===== config.mk =====
export PLATFORM = sky130hd
export DESIGN_NAME = crosslink_match_result_filter_unit
export DESIGN_NICKNAME = d
export VERILOG_FILES = /design/src/cmfr_pkg.sv /design/src/crosslink_match_result_filter_unit.sv
export SDC_FILE = /design/constraint.sdc
export NUM_CORES = 2
export LEC_CHECK = 0
export ABC_AREA = 0
export BUFFER_PORTS_ARGS = -buffer_cell sky130_fd_sc_hd__buf_4
export CORE_MARGIN = 2
export CORE_UTILIZATION = 63
export DETAILED_ROUTE_END_ITERATION = 10
export PLACE_DENSITY = 0.84
export SLEW_MARGIN = 15
export SYNTH_ARGS = -nofsm -noshare
export SYNTH_HDL_FRONTEND = slang
export SYNTH_SLANG_ARGS = --single-unit

===== constraint.sdc =====
create_clock -name clk -period 10.5 [get_ports clk]
set_input_delay 1.575 -clock clk [delete_from_list [all_inputs] [get_ports clk]]
set_output_delay 1.575 -clock clk [all_outputs]
set_load 0.1 [all_outputs]

===== src/cmfr_pkg.sv =====
// Package: shared types, codes and verdict helper for the cross-link match filter.
`timescale 1ns / 1ps
`default_nettype none

package cmfr_pkg;

  localparam int unsigned LenW   = 7;
  localparam int unsigned SiteW  = 6;
  localparam int unsigned CountW = 8;
  localparam int unsigned AddrW  = 5;

  typedef enum logic [0:0] {
    CMD_HEADER  = 1'b0,
    CMD_RESIDUE = 1'b1
  } command_t;

  typedef enum logic [1:0] {
    LINK_NONE   = 2'd0,
    LINK_SINGLE = 2'd1,
    LINK_LOOP   = 2'd2,
    LINK_PAIR   = 2'd3
  } link_type_t;

  typedef enum logic [2:0] {
    RSN_PASS      = 3'd0,
    RSN_CTERM     = 3'd1,
    RSN_EVALUE    = 3'd2,
    RSN_SCORE     = 3'd3,
    RSN_LENGTH    = 3'd4,
    RSN_RATIO     = 3'd5,
    RSN_ALPHA_RUN = 3'd6,
    RSN_BETA_RUN  = 3'd7
  } reason_t;

  typedef enum logic [2:0] {
    REG_EVALUE_MAX   = 3'd0,
    REG_SCORE_MIN    = 3'd1,
    REG_MIN_PEP_LEN  = 3'd2,
    REG_RATIO_MIN    = 3'd3,
    REG_CONF_LEVEL   = 3'd4,
    REG_MIN_RUN      = 3'd5,
    REG_ALLOW_CTERM  = 3'd6,
    REG_UNUSED       = 3'd7
  } reg_index_t;

  // Site sits on the last residue; an empty peptide never matches.
  function automatic logic at_cterm(input logic [SiteW-1:0] site,
                                    input logic [LenW-1:0]  len);
    at_cterm = (len != '0) && ({1'b0, site} == (len - LenW'(1)));
  endfunction

  // Header verdict stands first, then alpha run, then beta run.
  function automatic reason_t final_reason(input reason_t         pending,
                                           input logic [LenW-1:0] a_run,
                                           input logic [LenW-1:0] b_run,
                                           input logic            pair,
                                           input logic [LenW-1:0] min_run);
    reason_t r;
    r = pending;
    if (r == RSN_PASS && a_run < min_run) r = RSN_ALPHA_RUN;
    if (r == RSN_PASS && pair && b_run < min_run) r = RSN_BETA_RUN;
    final_reason = r;
  endfunction

endpackage

`default_nettype wire


===== src/crosslink_match_result_filter_unit.sv =====
// Top level: cross-link match filter with APB-style registers and registered verdict.
`timescale 1ns / 1ps
`default_nettype none
// Usage
//   Input channel (in_valid/in_ready): a header transaction (command 0) opens a match,
//   then one residue transaction (command 1) per residue, alpha residues first, then
//   beta residues when is_pair is set. Stray residues with no open match are dropped.
//   Result channel (out_valid/out_ready): one verdict per finished match, carrying accepted,
//   reject_reason and the longest confident run of each peptide.
//   Register port: APB-style, register n at byte address 4*n, pready tied high.
//   Registers are to be written only while no match is open.
// Throughput
//   One transaction per clock while in_ready is high. The verdict enters the output
//   register at the edge that takes the header (no residues expected) or the last residue.
//   All checks, including the 16x32 ratio product, sit ahead of the match and output registers.
// Reset
//   rst_n clears the output valid and all match state and loads register defaults:
//   e-value max all ones, score min most negative, C-terminal links allowed, rest 0.
// Stall
//   While a verdict waits and out_ready is low, in_ready drops; nothing is lost.
//   When out_ready is high, a new transaction is taken in the same cycle.
module crosslink_match_result_filter_unit #(
  parameter int unsigned MAX_PEPTIDE_LEN = 64
) (
  input  wire logic                          clk,
  input  wire logic                          rst_n,
  // input channel
  input  wire logic                          in_valid,
  output logic                               in_ready,
  input  wire logic                          in_command,
  input  wire logic [1:0]                    in_link_type,
  input  wire logic [cmfr_pkg::SiteW-1:0]    in_alpha_site,
  input  wire logic [cmfr_pkg::SiteW-1:0]    in_beta_site,
  input  wire logic [cmfr_pkg::LenW-1:0]     in_alpha_length,
  input  wire logic [cmfr_pkg::LenW-1:0]     in_beta_length,
  input  wire logic                          in_is_pair,
  input  wire logic [31:0]                   in_evalue,
  input  wire logic signed [31:0]            in_score,
  input  wire logic [31:0]                   in_matched_intensity,
  input  wire logic [31:0]                   in_unmatched_intensity,
  input  wire logic [7:0]                    in_residue_confidence,
  // result channel
  output logic                               out_valid,
  input  wire logic                          out_ready,
  output logic                               out_accepted,
  output logic [2:0]                         out_reject_reason,
  output logic [cmfr_pkg::LenW-1:0]          out_alpha_longest_run,
  output logic [cmfr_pkg::LenW-1:0]          out_beta_longest_run,
  // register port
  input  wire logic                          psel,
  input  wire logic                          penable,
  input  wire logic                          pwrite,
  input  wire logic [cmfr_pkg::AddrW-1:0]    paddr,
  input  wire logic [31:0]                   pwdata,
  output logic [31:0]                        prdata,
  output logic                               pready
);
  import cmfr_pkg::*;

  // Saturation limit; lengths are 7 bits so a limit from 127 to 255 never bites.
  localparam logic [CountW-1:0] MaxLen = CountW'(MAX_PEPTIDE_LEN);

  // ---------------------------------------------------------------- registers
  logic [31:0]       evalue_max_r;
  logic [31:0]       score_min_r;
  logic [LenW-1:0]   min_pep_len_r;
  logic [15:0]       ratio_min_r;
  logic [7:0]        conf_level_r;
  logic [LenW-1:0]   min_run_r;
  logic              allow_cterm_r;

  reg_index_t        reg_sel;
  logic              cfg_wr;

  assign pready  = 1'b1;
  assign reg_sel = reg_index_t'(paddr[AddrW-1:2]);
  assign cfg_wr  = psel && penable && pwrite && pready;

  always_ff @(posedge clk) begin
    if (!rst_n) begin
      evalue_max_r  <= '1;
      score_min_r   <= 32'h8000_0000;
      min_pep_len_r <= '0;
      ratio_min_r   <= '0;
      conf_level_r  <= '0;
      min_run_r     <= '0;
      allow_cterm_r <= 1'b1;
    end else if (cfg_wr) begin
      unique case (reg_sel)
        REG_EVALUE_MAX:  evalue_max_r  <= pwdata;
        REG_SCORE_MIN:   score_min_r   <= pwdata;
        REG_MIN_PEP_LEN: min_pep_len_r <= pwdata[LenW-1:0];
        REG_RATIO_MIN:   ratio_min_r   <= pwdata[15:0];
        REG_CONF_LEVEL:  conf_level_r  <= pwdata[7:0];
        REG_MIN_RUN:     min_run_r     <= pwdata[LenW-1:0];
        REG_ALLOW_CTERM: allow_cterm_r <= pwdata[0];
        default: ;
      endcase
    end
  end

  always_comb begin
    unique case (reg_sel)
      REG_EVALUE_MAX:  prdata = evalue_max_r;
      REG_SCORE_MIN:   prdata = score_min_r;
      REG_MIN_PEP_LEN: prdata = {{(32-LenW){1'b0}}, min_pep_len_r};
      REG_RATIO_MIN:   prdata = {16'd0, ratio_min_r};
      REG_CONF_LEVEL:  prdata = {24'd0, conf_level_r};
      REG_MIN_RUN:     prdata = {{(32-LenW){1'b0}}, min_run_r};
      REG_ALLOW_CTERM: prdata = {31'd0, allow_cterm_r};
      default:         prdata = '0;
    endcase
  end

  // ---------------------------------------------------------------- match state
  reason_t           pending_r,   pending_nxt;
  logic [LenW-1:0]   alpha_len_r, alpha_len_nxt;
  logic              pair_r,      pair_nxt;
  logic [CountW-1:0] expected_r,  expected_nxt;
  logic [CountW-1:0] count_r,     count_nxt;
  logic [LenW-1:0]   cur_run_r,   cur_run_nxt;
  logic [LenW-1:0]   long_run_r,  long_run_nxt;
  logic [LenW-1:0]   alpha_run_r, alpha_run_nxt;

  // result register
  logic              out_valid_r,  out_valid_nxt;
  reason_t           out_reason_r, out_reason_nxt;
  logic [LenW-1:0]   out_arun_r,   out_arun_nxt;
  logic [LenW-1:0]   out_brun_r,   out_brun_nxt;

  logic in_fire;
  assign in_ready = !out_valid_r || out_ready;
  assign in_fire  = in_valid && in_ready;

  // ---------------------------------------------------------------- header checks
  logic [LenW-1:0]   alen_sat, blen_sat;
  logic              cterm_hit;
  logic [47:0]       ratio_rhs;
  logic [47:0]       ratio_lhs;
  reason_t           hdr_reason;
  logic [CountW-1:0] hdr_expected;

  assign alen_sat = ({1'b0, in_alpha_length} > MaxLen) ? MaxLen[LenW-1:0] : in_alpha_length;
  assign blen_sat = ({1'b0, in_beta_length}  > MaxLen) ? MaxLen[LenW-1:0] : in_beta_length;

  always_comb begin
    cterm_hit = 1'b0;
    if (!allow_cterm_r) begin
      case (link_type_t'(in_link_type))
        LINK_SINGLE: cterm_hit = at_cterm(in_alpha_site, alen_sat);
        LINK_LOOP:   cterm_hit = at_cterm(in_alpha_site, alen_sat)
                              || at_cterm(in_beta_site, alen_sat);
        LINK_PAIR:   cterm_hit = at_cterm(in_alpha_site, alen_sat)
                              || at_cterm(in_beta_site, blen_sat);
        default:     cterm_hit = 1'b0;
      endcase
    end
  end

  // matched*256 against ratio*unmatched, both as 48-bit unsigned
  assign ratio_lhs = {8'd0, in_matched_intensity, 8'd0};
  assign ratio_rhs = 48'(ratio_min_r) * 48'(in_unmatched_intensity);

  always_comb begin
    if (cterm_hit)
      hdr_reason = RSN_CTERM;
    else if (in_evalue > evalue_max_r)
      hdr_reason = RSN_EVALUE;
    else if (in_score < $signed(score_min_r))
      hdr_reason = RSN_SCORE;
    else if (alen_sat < min_pep_len_r || (in_is_pair && blen_sat < min_pep_len_r))
      hdr_reason = RSN_LENGTH;
    else if (in_unmatched_intensity != '0 && ratio_lhs < ratio_rhs)
      hdr_reason = RSN_RATIO;
    else
      hdr_reason = RSN_PASS;
  end

  assign hdr_expected = CountW'(alen_sat) + (in_is_pair ? CountW'(blen_sat) : '0);

  // ---------------------------------------------------------------- residue step
  logic              conf_ok;
  logic [LenW-1:0]   run_inc;
  logic [LenW-1:0]   cur_step, long_step;
  logic [CountW-1:0] count_inc;
  logic              alpha_end;

  assign conf_ok   = in_residue_confidence >= conf_level_r;
  assign run_inc   = cur_run_r + LenW'(1);
  assign cur_step  = conf_ok ? run_inc : '0;
  assign long_step = (conf_ok && run_inc > long_run_r) ? run_inc : long_run_r;
  assign count_inc = count_r + CountW'(1);
  assign alpha_end = count_inc == CountW'(alpha_len_r);

  always_comb begin
    pending_nxt    = pending_r;
    alpha_len_nxt  = alpha_len_r;
    pair_nxt       = pair_r;
    expected_nxt   = expected_r;
    count_nxt      = count_r;
    cur_run_nxt    = cur_run_r;
    long_run_nxt   = long_run_r;
    alpha_run_nxt  = alpha_run_r;
    out_valid_nxt  = out_valid_r && !out_ready;
    out_reason_nxt = out_reason_r;
    out_arun_nxt   = out_arun_r;
    out_brun_nxt   = out_brun_r;

    if (in_fire) begin
      if (command_t'(in_command) == CMD_HEADER) begin
        pending_nxt   = hdr_reason;
        alpha_len_nxt = alen_sat;
        pair_nxt      = in_is_pair;
        expected_nxt  = hdr_expected;
        count_nxt     = '0;
        cur_run_nxt   = '0;
        long_run_nxt  = '0;
        alpha_run_nxt = '0;
        if (hdr_expected == '0) begin
          // nothing to wait for: verdict now, both runs zero
          out_valid_nxt  = 1'b1;
          out_reason_nxt = final_reason(hdr_reason, '0, '0, in_is_pair, min_run_r);
          out_arun_nxt   = '0;
          out_brun_nxt   = '0;
        end
      end else if (expected_r != '0) begin
        count_nxt     = count_inc;
        cur_run_nxt   = alpha_end ? '0 : cur_step;
        long_run_nxt  = alpha_end ? '0 : long_step;
        alpha_run_nxt = alpha_end ? long_step : alpha_run_r;
        if (count_inc >= expected_r) begin
          out_valid_nxt  = 1'b1;
          out_arun_nxt   = alpha_run_nxt;
          out_brun_nxt   = pair_r ? long_run_nxt : '0;
          out_reason_nxt = final_reason(pending_r, alpha_run_nxt,
                                        pair_r ? long_run_nxt : '0, pair_r, min_run_r);
          expected_nxt   = '0;
          count_nxt      = '0;
        end
      end
    end
  end

  always_ff @(posedge clk) begin
    if (!rst_n) begin
      pending_r   <= RSN_PASS;
      alpha_len_r <= '0;
      pair_r      <= 1'b0;
      expected_r  <= '0;
      count_r     <= '0;
      cur_run_r   <= '0;
      long_run_r  <= '0;
      alpha_run_r <= '0;
      out_valid_r <= 1'b0;
    end else begin
      pending_r   <= pending_nxt;
      alpha_len_r <= alpha_len_nxt;
      pair_r      <= pair_nxt;
      expected_r  <= expected_nxt;
      count_r     <= count_nxt;
      cur_run_r   <= cur_run_nxt;
      long_run_r  <= long_run_nxt;
      alpha_run_r <= alpha_run_nxt;
      out_valid_r <= out_valid_nxt;
    end
  end

  // verdict payload, no reset needed
  always_ff @(posedge clk) begin
    out_reason_r <= out_reason_nxt;
    out_arun_r   <= out_arun_nxt;
    out_brun_r   <= out_brun_nxt;
  end

  assign out_valid             = out_valid_r;
  assign out_accepted          = (out_reason_r == RSN_PASS);
  assign out_reject_reason     = out_reason_r;
  assign out_alpha_longest_run = out_arun_r;
  assign out_beta_longest_run  = out_brun_r;

`ifndef SYNTHESIS
  // a waiting verdict must block new transactions
  a_no_take_when_full: assert property (@(posedge clk) disable iff (!rst_n)
    (out_valid_r && !out_ready) |-> !in_ready)
    else $error("input taken while verdict stalled");

  // residue counter never runs past the expected total
  a_count_bound: assert property (@(posedge clk) disable iff (!rst_n)
    (count_r <= expected_r))
    else $error("residue count beyond expected");

  // a beta-run reject really has a short beta run
  a_beta_run: assert property (@(posedge clk) disable iff (!rst_n)
    (out_valid_r && out_reason_r == RSN_BETA_RUN) |-> (out_brun_r < min_run_r))
    else $error("beta run reject with long enough run");

  // a fresh verdict clears the open match
  a_close: assert property (@(posedge clk) disable iff (!rst_n)
    (in_fire && command_t'(in_command) == CMD_RESIDUE && out_valid_nxt && !out_valid_r)
    |=> (expected_r == '0))
    else $error("match left open after verdict");
`endif

endmodule

`default_nettype wire


# ---- Word level (Yosys, flattened, before mapping)
# Cells that the tools add are included.
dict set report totals {
  regBits 169
  in_bits 210
  wordCells 155
}
dict set report op_classes {
  addsub 5
  multipliers 1
  magnitude_cmp 13
  n_eq_ne 15
  n_mux 56
  bitwise_logic 1
  n_reduce_logical 45
}
# op n
set ops {}
lappend ops {{$pmux W32 S7} 1}
lappend ops {{$mux W7} 22}
lappend ops {{$mux W3} 20}
lappend ops {{$lt A40 B48 Y1} 1}
lappend ops {{$mul A16 B32 Y48} 1}
lappend ops {{$mux W8} 6}
lappend ops {{$gt A32 B32 Y1} 1}
lappend ops {{$lt A32 B32 Y1} 1}
lappend ops {{$reduce_bool A32 Y1} 1}
lappend ops {{$lt A7 B7 Y1} 4}
lappend ops {{$eq A6 B7 Y1} 3}
lappend ops {{$logic_not A3 Y1} 6}
lappend ops {{$reduce_and A2 Y1} 9}
lappend ops {{$ge A8 B8 Y1} 2}
lappend ops {{$logic_and A1 B1 Y1} 16}
lappend ops {{$gt A7 B7 Y1 const B} 2}
lappend ops {{$reduce_bool A7 Y1} 2}
lappend ops {{$sub A7 B1 Y7 const B} 2}
lappend ops {{$eq A3 B3 Y1 const B} 3}
lappend ops {{$add A7 B7 Y8} 1}
lappend ops {{$add A8 B1 Y8 const B} 1}
lappend ops {{$eq A8 B7 Y1} 1}
lappend ops {{$logic_not A8 Y1} 1}
lappend ops {{$reduce_bool A8 Y1} 1}
lappend ops {{16 further kinds} 28}

# ---- Logic depth before layout (Yosys ltp)
dict set report depth {
  ltp_word 21
  ltp_mapped 37
  mapped_depth_nobuf 35
}

# ---- Least setup slack after synthesis
# Ideal clock, no wire load.
dict set report synth_path {
  path_kind {input -> register}
  startpoint {input in_unmatched_intensity[20]}
  endpoint {register out_reason_r[2] (netlist: out_reject_reason[2]), data pin}
  arrival_time_ns 8.943
  slack_ns 1.301
  stages 35
  n_path_buf 3
  path_cell_list {clkbuf_1 clkbuf_1 nand2_1 fa_1 inv_1 fa_1 inv_1 fa_1 inv_1 fa_1 fa_1 inv_1 fa_1 inv_1 ha_1 buf_4 nand4_1 or3_4 nand2b_1 a41o_1 nand2_1 a31o_2 a21o_1 a21oi_1 xor2_1 ha_1 nand4_1 nor4_1 o31ai_1 nand4_1 o2111ai_1 o41ai_1 and3_4 or3b_1 a21oi_1}
}
dict set report synth_via {
  elab_chain_cells 20
  elab_cells_between_ends 21
}
# element line_no
set synth_lines {}
lappend synth_lines {{start: declaration} crosslink_match_result_filter_unit.sv:40} ;# input wire logic [31:0] in_unmatched_intensity,
lappend synth_lines {{$mul A16 B32 Y48} crosslink_match_result_filter_unit.sv:162} ;# assign ratio_rhs = 48'(ratio_min_r) * 48'(in_unmatched_intensity);
lappend synth_lines {{$lt A40 B48 Y1} crosslink_match_result_filter_unit.sv:173} ;# else if (in_unmatched_intensity != '0 && ratio_lhs < ratio_rhs)
lappend synth_lines {{$logic_and A1 B1 Y1 *} crosslink_match_result_filter_unit.sv:173}
lappend synth_lines {{$mux W3 *} crosslink_match_result_filter_unit.sv:173}
lappend synth_lines {{$mux W3 *} crosslink_match_result_filter_unit.sv:171} ;# else if (alen_sat < min_pep_len_r || (in_is_pair && blen_sat < min_pep_len_r))
lappend synth_lines {{$mux W3 *} crosslink_match_result_filter_unit.sv:169} ;# else if (in_score < $signed(score_min_r))
lappend synth_lines {{$mux W3 *} crosslink_match_result_filter_unit.sv:167} ;# else if (in_evalue > evalue_max_r)
lappend synth_lines {{$mux W3 *} crosslink_match_result_filter_unit.sv:165} ;# if (cterm_hit)
lappend synth_lines {{[3 not listed]} --}
lappend synth_lines {{$mux W3 *} crosslink_match_result_filter_unit.sv:219} ;# if (hdr_expected == '0) begin
lappend synth_lines {{$mux W3 *} crosslink_match_result_filter_unit.sv:210} ;# if (command_t'(in_command) == CMD_HEADER) begin
lappend synth_lines {{$mux W3 *} crosslink_match_result_filter_unit.sv:209} ;# if (in_fire) begin
lappend synth_lines {{$logic_not A3 Y1} cmfr_pkg.sv:61} ;# if (r == RSN_PASS && pair && b_run < min_run) r = RSN_BETA_RUN;
lappend synth_lines {{$logic_and A1 B1 Y1 (2 in series)} cmfr_pkg.sv:61}
lappend synth_lines {{$mux W3 *} cmfr_pkg.sv:61}
lappend synth_lines {{$mux W3 *} crosslink_match_result_filter_unit.sv:219}
lappend synth_lines {{$mux W3 *} crosslink_match_result_filter_unit.sv:210}
lappend synth_lines {{end signal: assignment} crosslink_match_result_filter_unit.sv:270} ;# out_reason_r <= out_reason_nxt;
lappend synth_lines {{end: declaration} crosslink_match_result_filter_unit.sv:127} ;# reason_t out_reason_r, out_reason_nxt;
# Mark *: on every way between the ends. The rest lies on a longest branch, timed or not. The select of a mux whose other input is x is not followed.
# A chain may end at the register's enable or synchronous reset.

# ---- Worst setup path after layout
dict set report layout_path {
  startpoint {input in_unmatched_intensity[5]}
  endpoint {register out_reason_r[0] (netlist: out_reject_reason[0]), data pin}
}
# Same word-level chain as after synthesis.

==> summary.txt <==
Synthesis
  – Post-Syn Nets: 4304
  – Most used DFF post-synth: dfxtp_1
  – Leading area contributor after synthesis: fa_1
  – Yosys Warn Count: 0
  – Synth area leaders: fa_1 (30%), ha_1 (12%), dfxtp_1 (11%)
  – Cells after Synth: roughly 3400
  – Sequential share of the synthesized area: approximately an eighth
  – Number of synthesized flops with an enable pin: 17
  – Synth cell types: 85
  – Post-synthesis average cell area: approximately 8.4 sq um
  – Async S/R FF share, synth: 0%
  – Synth top area share: 29.5%
  – Seq cells post-synth: 169
  – Syn Std Cell Area: roughly 0.028 sq mm

Timing
  – RSZ-0062 raised after global routing: no
  – Skew final: roughly 0.012 ns
  – Slew headroom: 21.4%
  – Slew @ Worst Pin: around 1.2 ns
  – Final Hold Viols: 0
  – WHS: between 0.4 and 0.5 ns
  – Setup-failing EPs final: 0
  – Final min period: a little under 10 ns
  – Fin Setup TNS: 0 ns
  – Final Max Slew Viols: 0
  – Final Cycle Share: between 90% and 100%
  – PnR worst setup slack: a little under 0.9 ns
  – Peak Freq: approximately 100 MHz

Floorplan
  – Rows: between 70 and 80
  – Starting Density: 64.1%
  – Die Y: between 200 and 250 microns
  – Die W: 216 microns
  – Core area: 0.0443 sq mm
  – Die ar.: ~0.047 sq mm
  – I/O pin total: about 260

Critical path
  – R2R depth: 34
  – FF-to-FF Start: ratio_min_r[4]
  – CP arrival: 9.79 ns
  – Crit. End Element: register
  – R2R Path End: out_reject_reason[0]
  – Worst path max stage delay: approximately 0.59 ns
  – R2R Setup Slk: about 1.2 ns
  – Slowest cell on crit path: fa_1
  – Most frequent CP cell: fa_1
  – Startpoint types: input port
  – Type of the worst setup path: input port to register
  – Critical path fanouts, max: 17
  – WP data required: about 11 ns

Global route
  – Global-route wire length before repair: ~130 mm
  – Largest net degree at the start of global routing: between 100 and 150
  – GRT Residual Overflow: 0
  – Vias in the first global route: 24800
  – Overall Global Routing Usage: between 30% and 40%
  – Initial antenna violation count: 6

Drt
  – WL final: 77.4 mm
  – Routed vias: roughly 24000
  – Avg Vias per Cell: slightly below 6
  – Routed len/inst: roughly 19 microns
  – Initial DRC Count: 1700
  – Detailed-route DRC error count: 0
  – ANT nets after route: 0
  – Initial DRT Pass Iterations: 5

Clock tree
  – Clk sink count: between 150 and 200
  – Clk_lat worst skew: ~0.45 ns
  – Clock buffer depth: 2
  – CTS tree: done
  – Clk slew on worst S/H paths: approximately 0.070 ns
  – H-tree levels: 4
  – Hold buffers post-CTS: 0
  – CTS buffer count: 17
  – Post-cts resize count: 0
  – Clock root cell: clkbuf_16
  – Setup bufs post-CTS: 0

Placement
  – Final RePlAce weighted congestion: about 0.95
  – Hpwl dp: ~61 mm
  – Place WS: about 0.50 ns
  – Port buffer count: around 260

Min path
  – Hold path startpoint: score_min_r[10]
  – Worst hold path type: register to register
  – Hold path cells: 2
  – Hold Path End: score_min_r[10]

Layout
  – P&R area growth vs syn: 10.0%
  – Proportion of layout cells with a drive suffix above 1: about a tenth
  – # nets final: around 4400

Power
  – P_leak: approximately 0.015 uW
  – Maximum vdd drop: between 0.1 and 0.15 mV
  – PwrDens: 59.8 mW/mm^2

Status
  – Status: finished, final reports clean

Job
  – Max-Cap Viols: 0
[worst max-delay path, delay by kind of cell]
family,cells,cell delay [ns]
simple gates,4,0.77
buf+inv,5,0.41
fa+ha+maj,8,3.71
compound gates,15,3.10
xor+xnor,1,0.21
[metal layers]
| layer | part of all wire (%) | track usage [%] |
|---|---|---|
| met5 | 0.069 | 0 |
| met4 | 3.2 | 11.3 |
| met3 | 9.4 | 7.64 |
| met2 | 49 | 58.7 |
| met1 | 39 | 42.8 |
[cell type report]
| class | instances | area, sq um |
|---|---|---|
| diodes | 1 | 2.50 |
| fillers | 3554 | 13100 |
| flip-flops and latches | 169 | 3550 |
| clock buffers | 18 | 450 |
| well taps | 592 | 741 |
| repair buffers | 290 | 2180 |
| inverters | 601 | 2260 |
| clock inverters | 14 | 134 |
| multi-input cells | 2455 | 21900 |
[worst max path at each step]
stage | from | slack (ns) | to
floorplan | in_unmatched_intensity[20] | 1.30 | out_reject_reason[2]
global placement | in_unmatched_intensity[5] | 0.60 | out_reject_reason[0]
global route | in_unmatched_intensity[5] | 0.33 | out_reject_reason[0]
CTS | in_unmatched_intensity[5] | 0.95 | out_reject_reason[0]
finish | in_unmatched_intensity[5] | 0.88 | out_reject_reason[0]
detailed placement | in_unmatched_intensity[5] | 0.50 | out_reject_reason[0]
[cells in the mapped netlist, drive strengths merged, types with 4 or more instances]
library cell / number
inv: 600
nand2: 583
fa: 419
ha: 274
and2: 196
clkbuf: 170
dfxtp: 152
a21oi: 98
nor2: 90
nor2b: 84
o21ai: 69
a21boi: 64
xnor2: 50
o211ai: 47
a21o: 44
mux2i: 41
a22oi: 37
xor2: 35
nand4: 34
nand3: 33
nor3: 30
nor4: 22
a22o: 18
edfxtp: 17
a31oi: 16
nand2b: 16
o21a: 16
and3: 14
a211oi: 13
o21bai: 10
o22ai: 7
o31ai: 7
a211o: 6
buf: 6
a221o: 5
a221oi: 5
o2111ai: 5
and4: 4
nor3b: 4
o221ai: 4
or3: 4
or4: 4
[state kept, by name, indices dropped and copies added (netlist names)]
register and cells:
score_min_r 32, min_run_r 7, allow_cterm_r 1, pending_r 3
alpha_len_r 7, ratio_min_r 16, long_run_r 7, out_alpha_longest_run 7
expected_r 8, cur_run_r 7, out_beta_longest_run 7, min_pep_len_r 7
evalue_max_r 32, count_r 8, out_valid 1, alpha_run_r 7
pair_r 1, conf_level_r 8, out_reject_reason 3
[cell usage in the layout (no fill, tap or decap), drive strengths merged, types with 18 or more instances in the layout]
master  instances
fa            419
nor4           22
o211ai         47
and2          196
nand3          33
buf           290
nor2           90
mux2i          41
ha            274
a21boi         64
a22o           18
xor2           35
dfxtp         152
nor3           30
inv           606
nor2b          84
xnor2          50
a21o           44
a21oi          98
o21ai          69
nand2         583
a22oi          37
nand4          34
clkbuf         18
[kinds of logic (layout without fill, tap and decap cells)]
group | after synthesis | in the layout | synth area share [%]
buffers and inverters | 777 | 923 | 10.3
DFF | 169 | 169 | 12.5
muxes | 46 | 46 | 1.76
xor gates and xnor gates | 85 | 85 | 2.62
AOI/OAI and AO/OA | 500 | 500 | 12.2
adders and majority gates | 693 | 693 | 41.6
and+or+nand+nor | 1130 | 1130 | 18.9
other | 1 | 2 | 0.0132
[per-stage QoR]
step / cell area (sq um) / total power, uW / cells / util, %
5_1_grt: 31300 / 1940 / 4140 / 70.5
2_1_floorplan: 28400 / 1050 / 3401 / -
6_report: 31300 / 1870 / 4140 / 70.5
4_1_cts: 31300 / 1870 / 4139 / 70.5
3_5_place_dp: 30700 / 1240 / 4107 / 69.2
3_3_place_gp: 30700 / 1230 / 4107 / 69.2
[power breakdown]
group | switching [uW] | internal (uW)
Combinational | 357 | 199
Sequential | 12.2 | 666
Clock | 288 | 346
(Power assumes the default switching activity.)
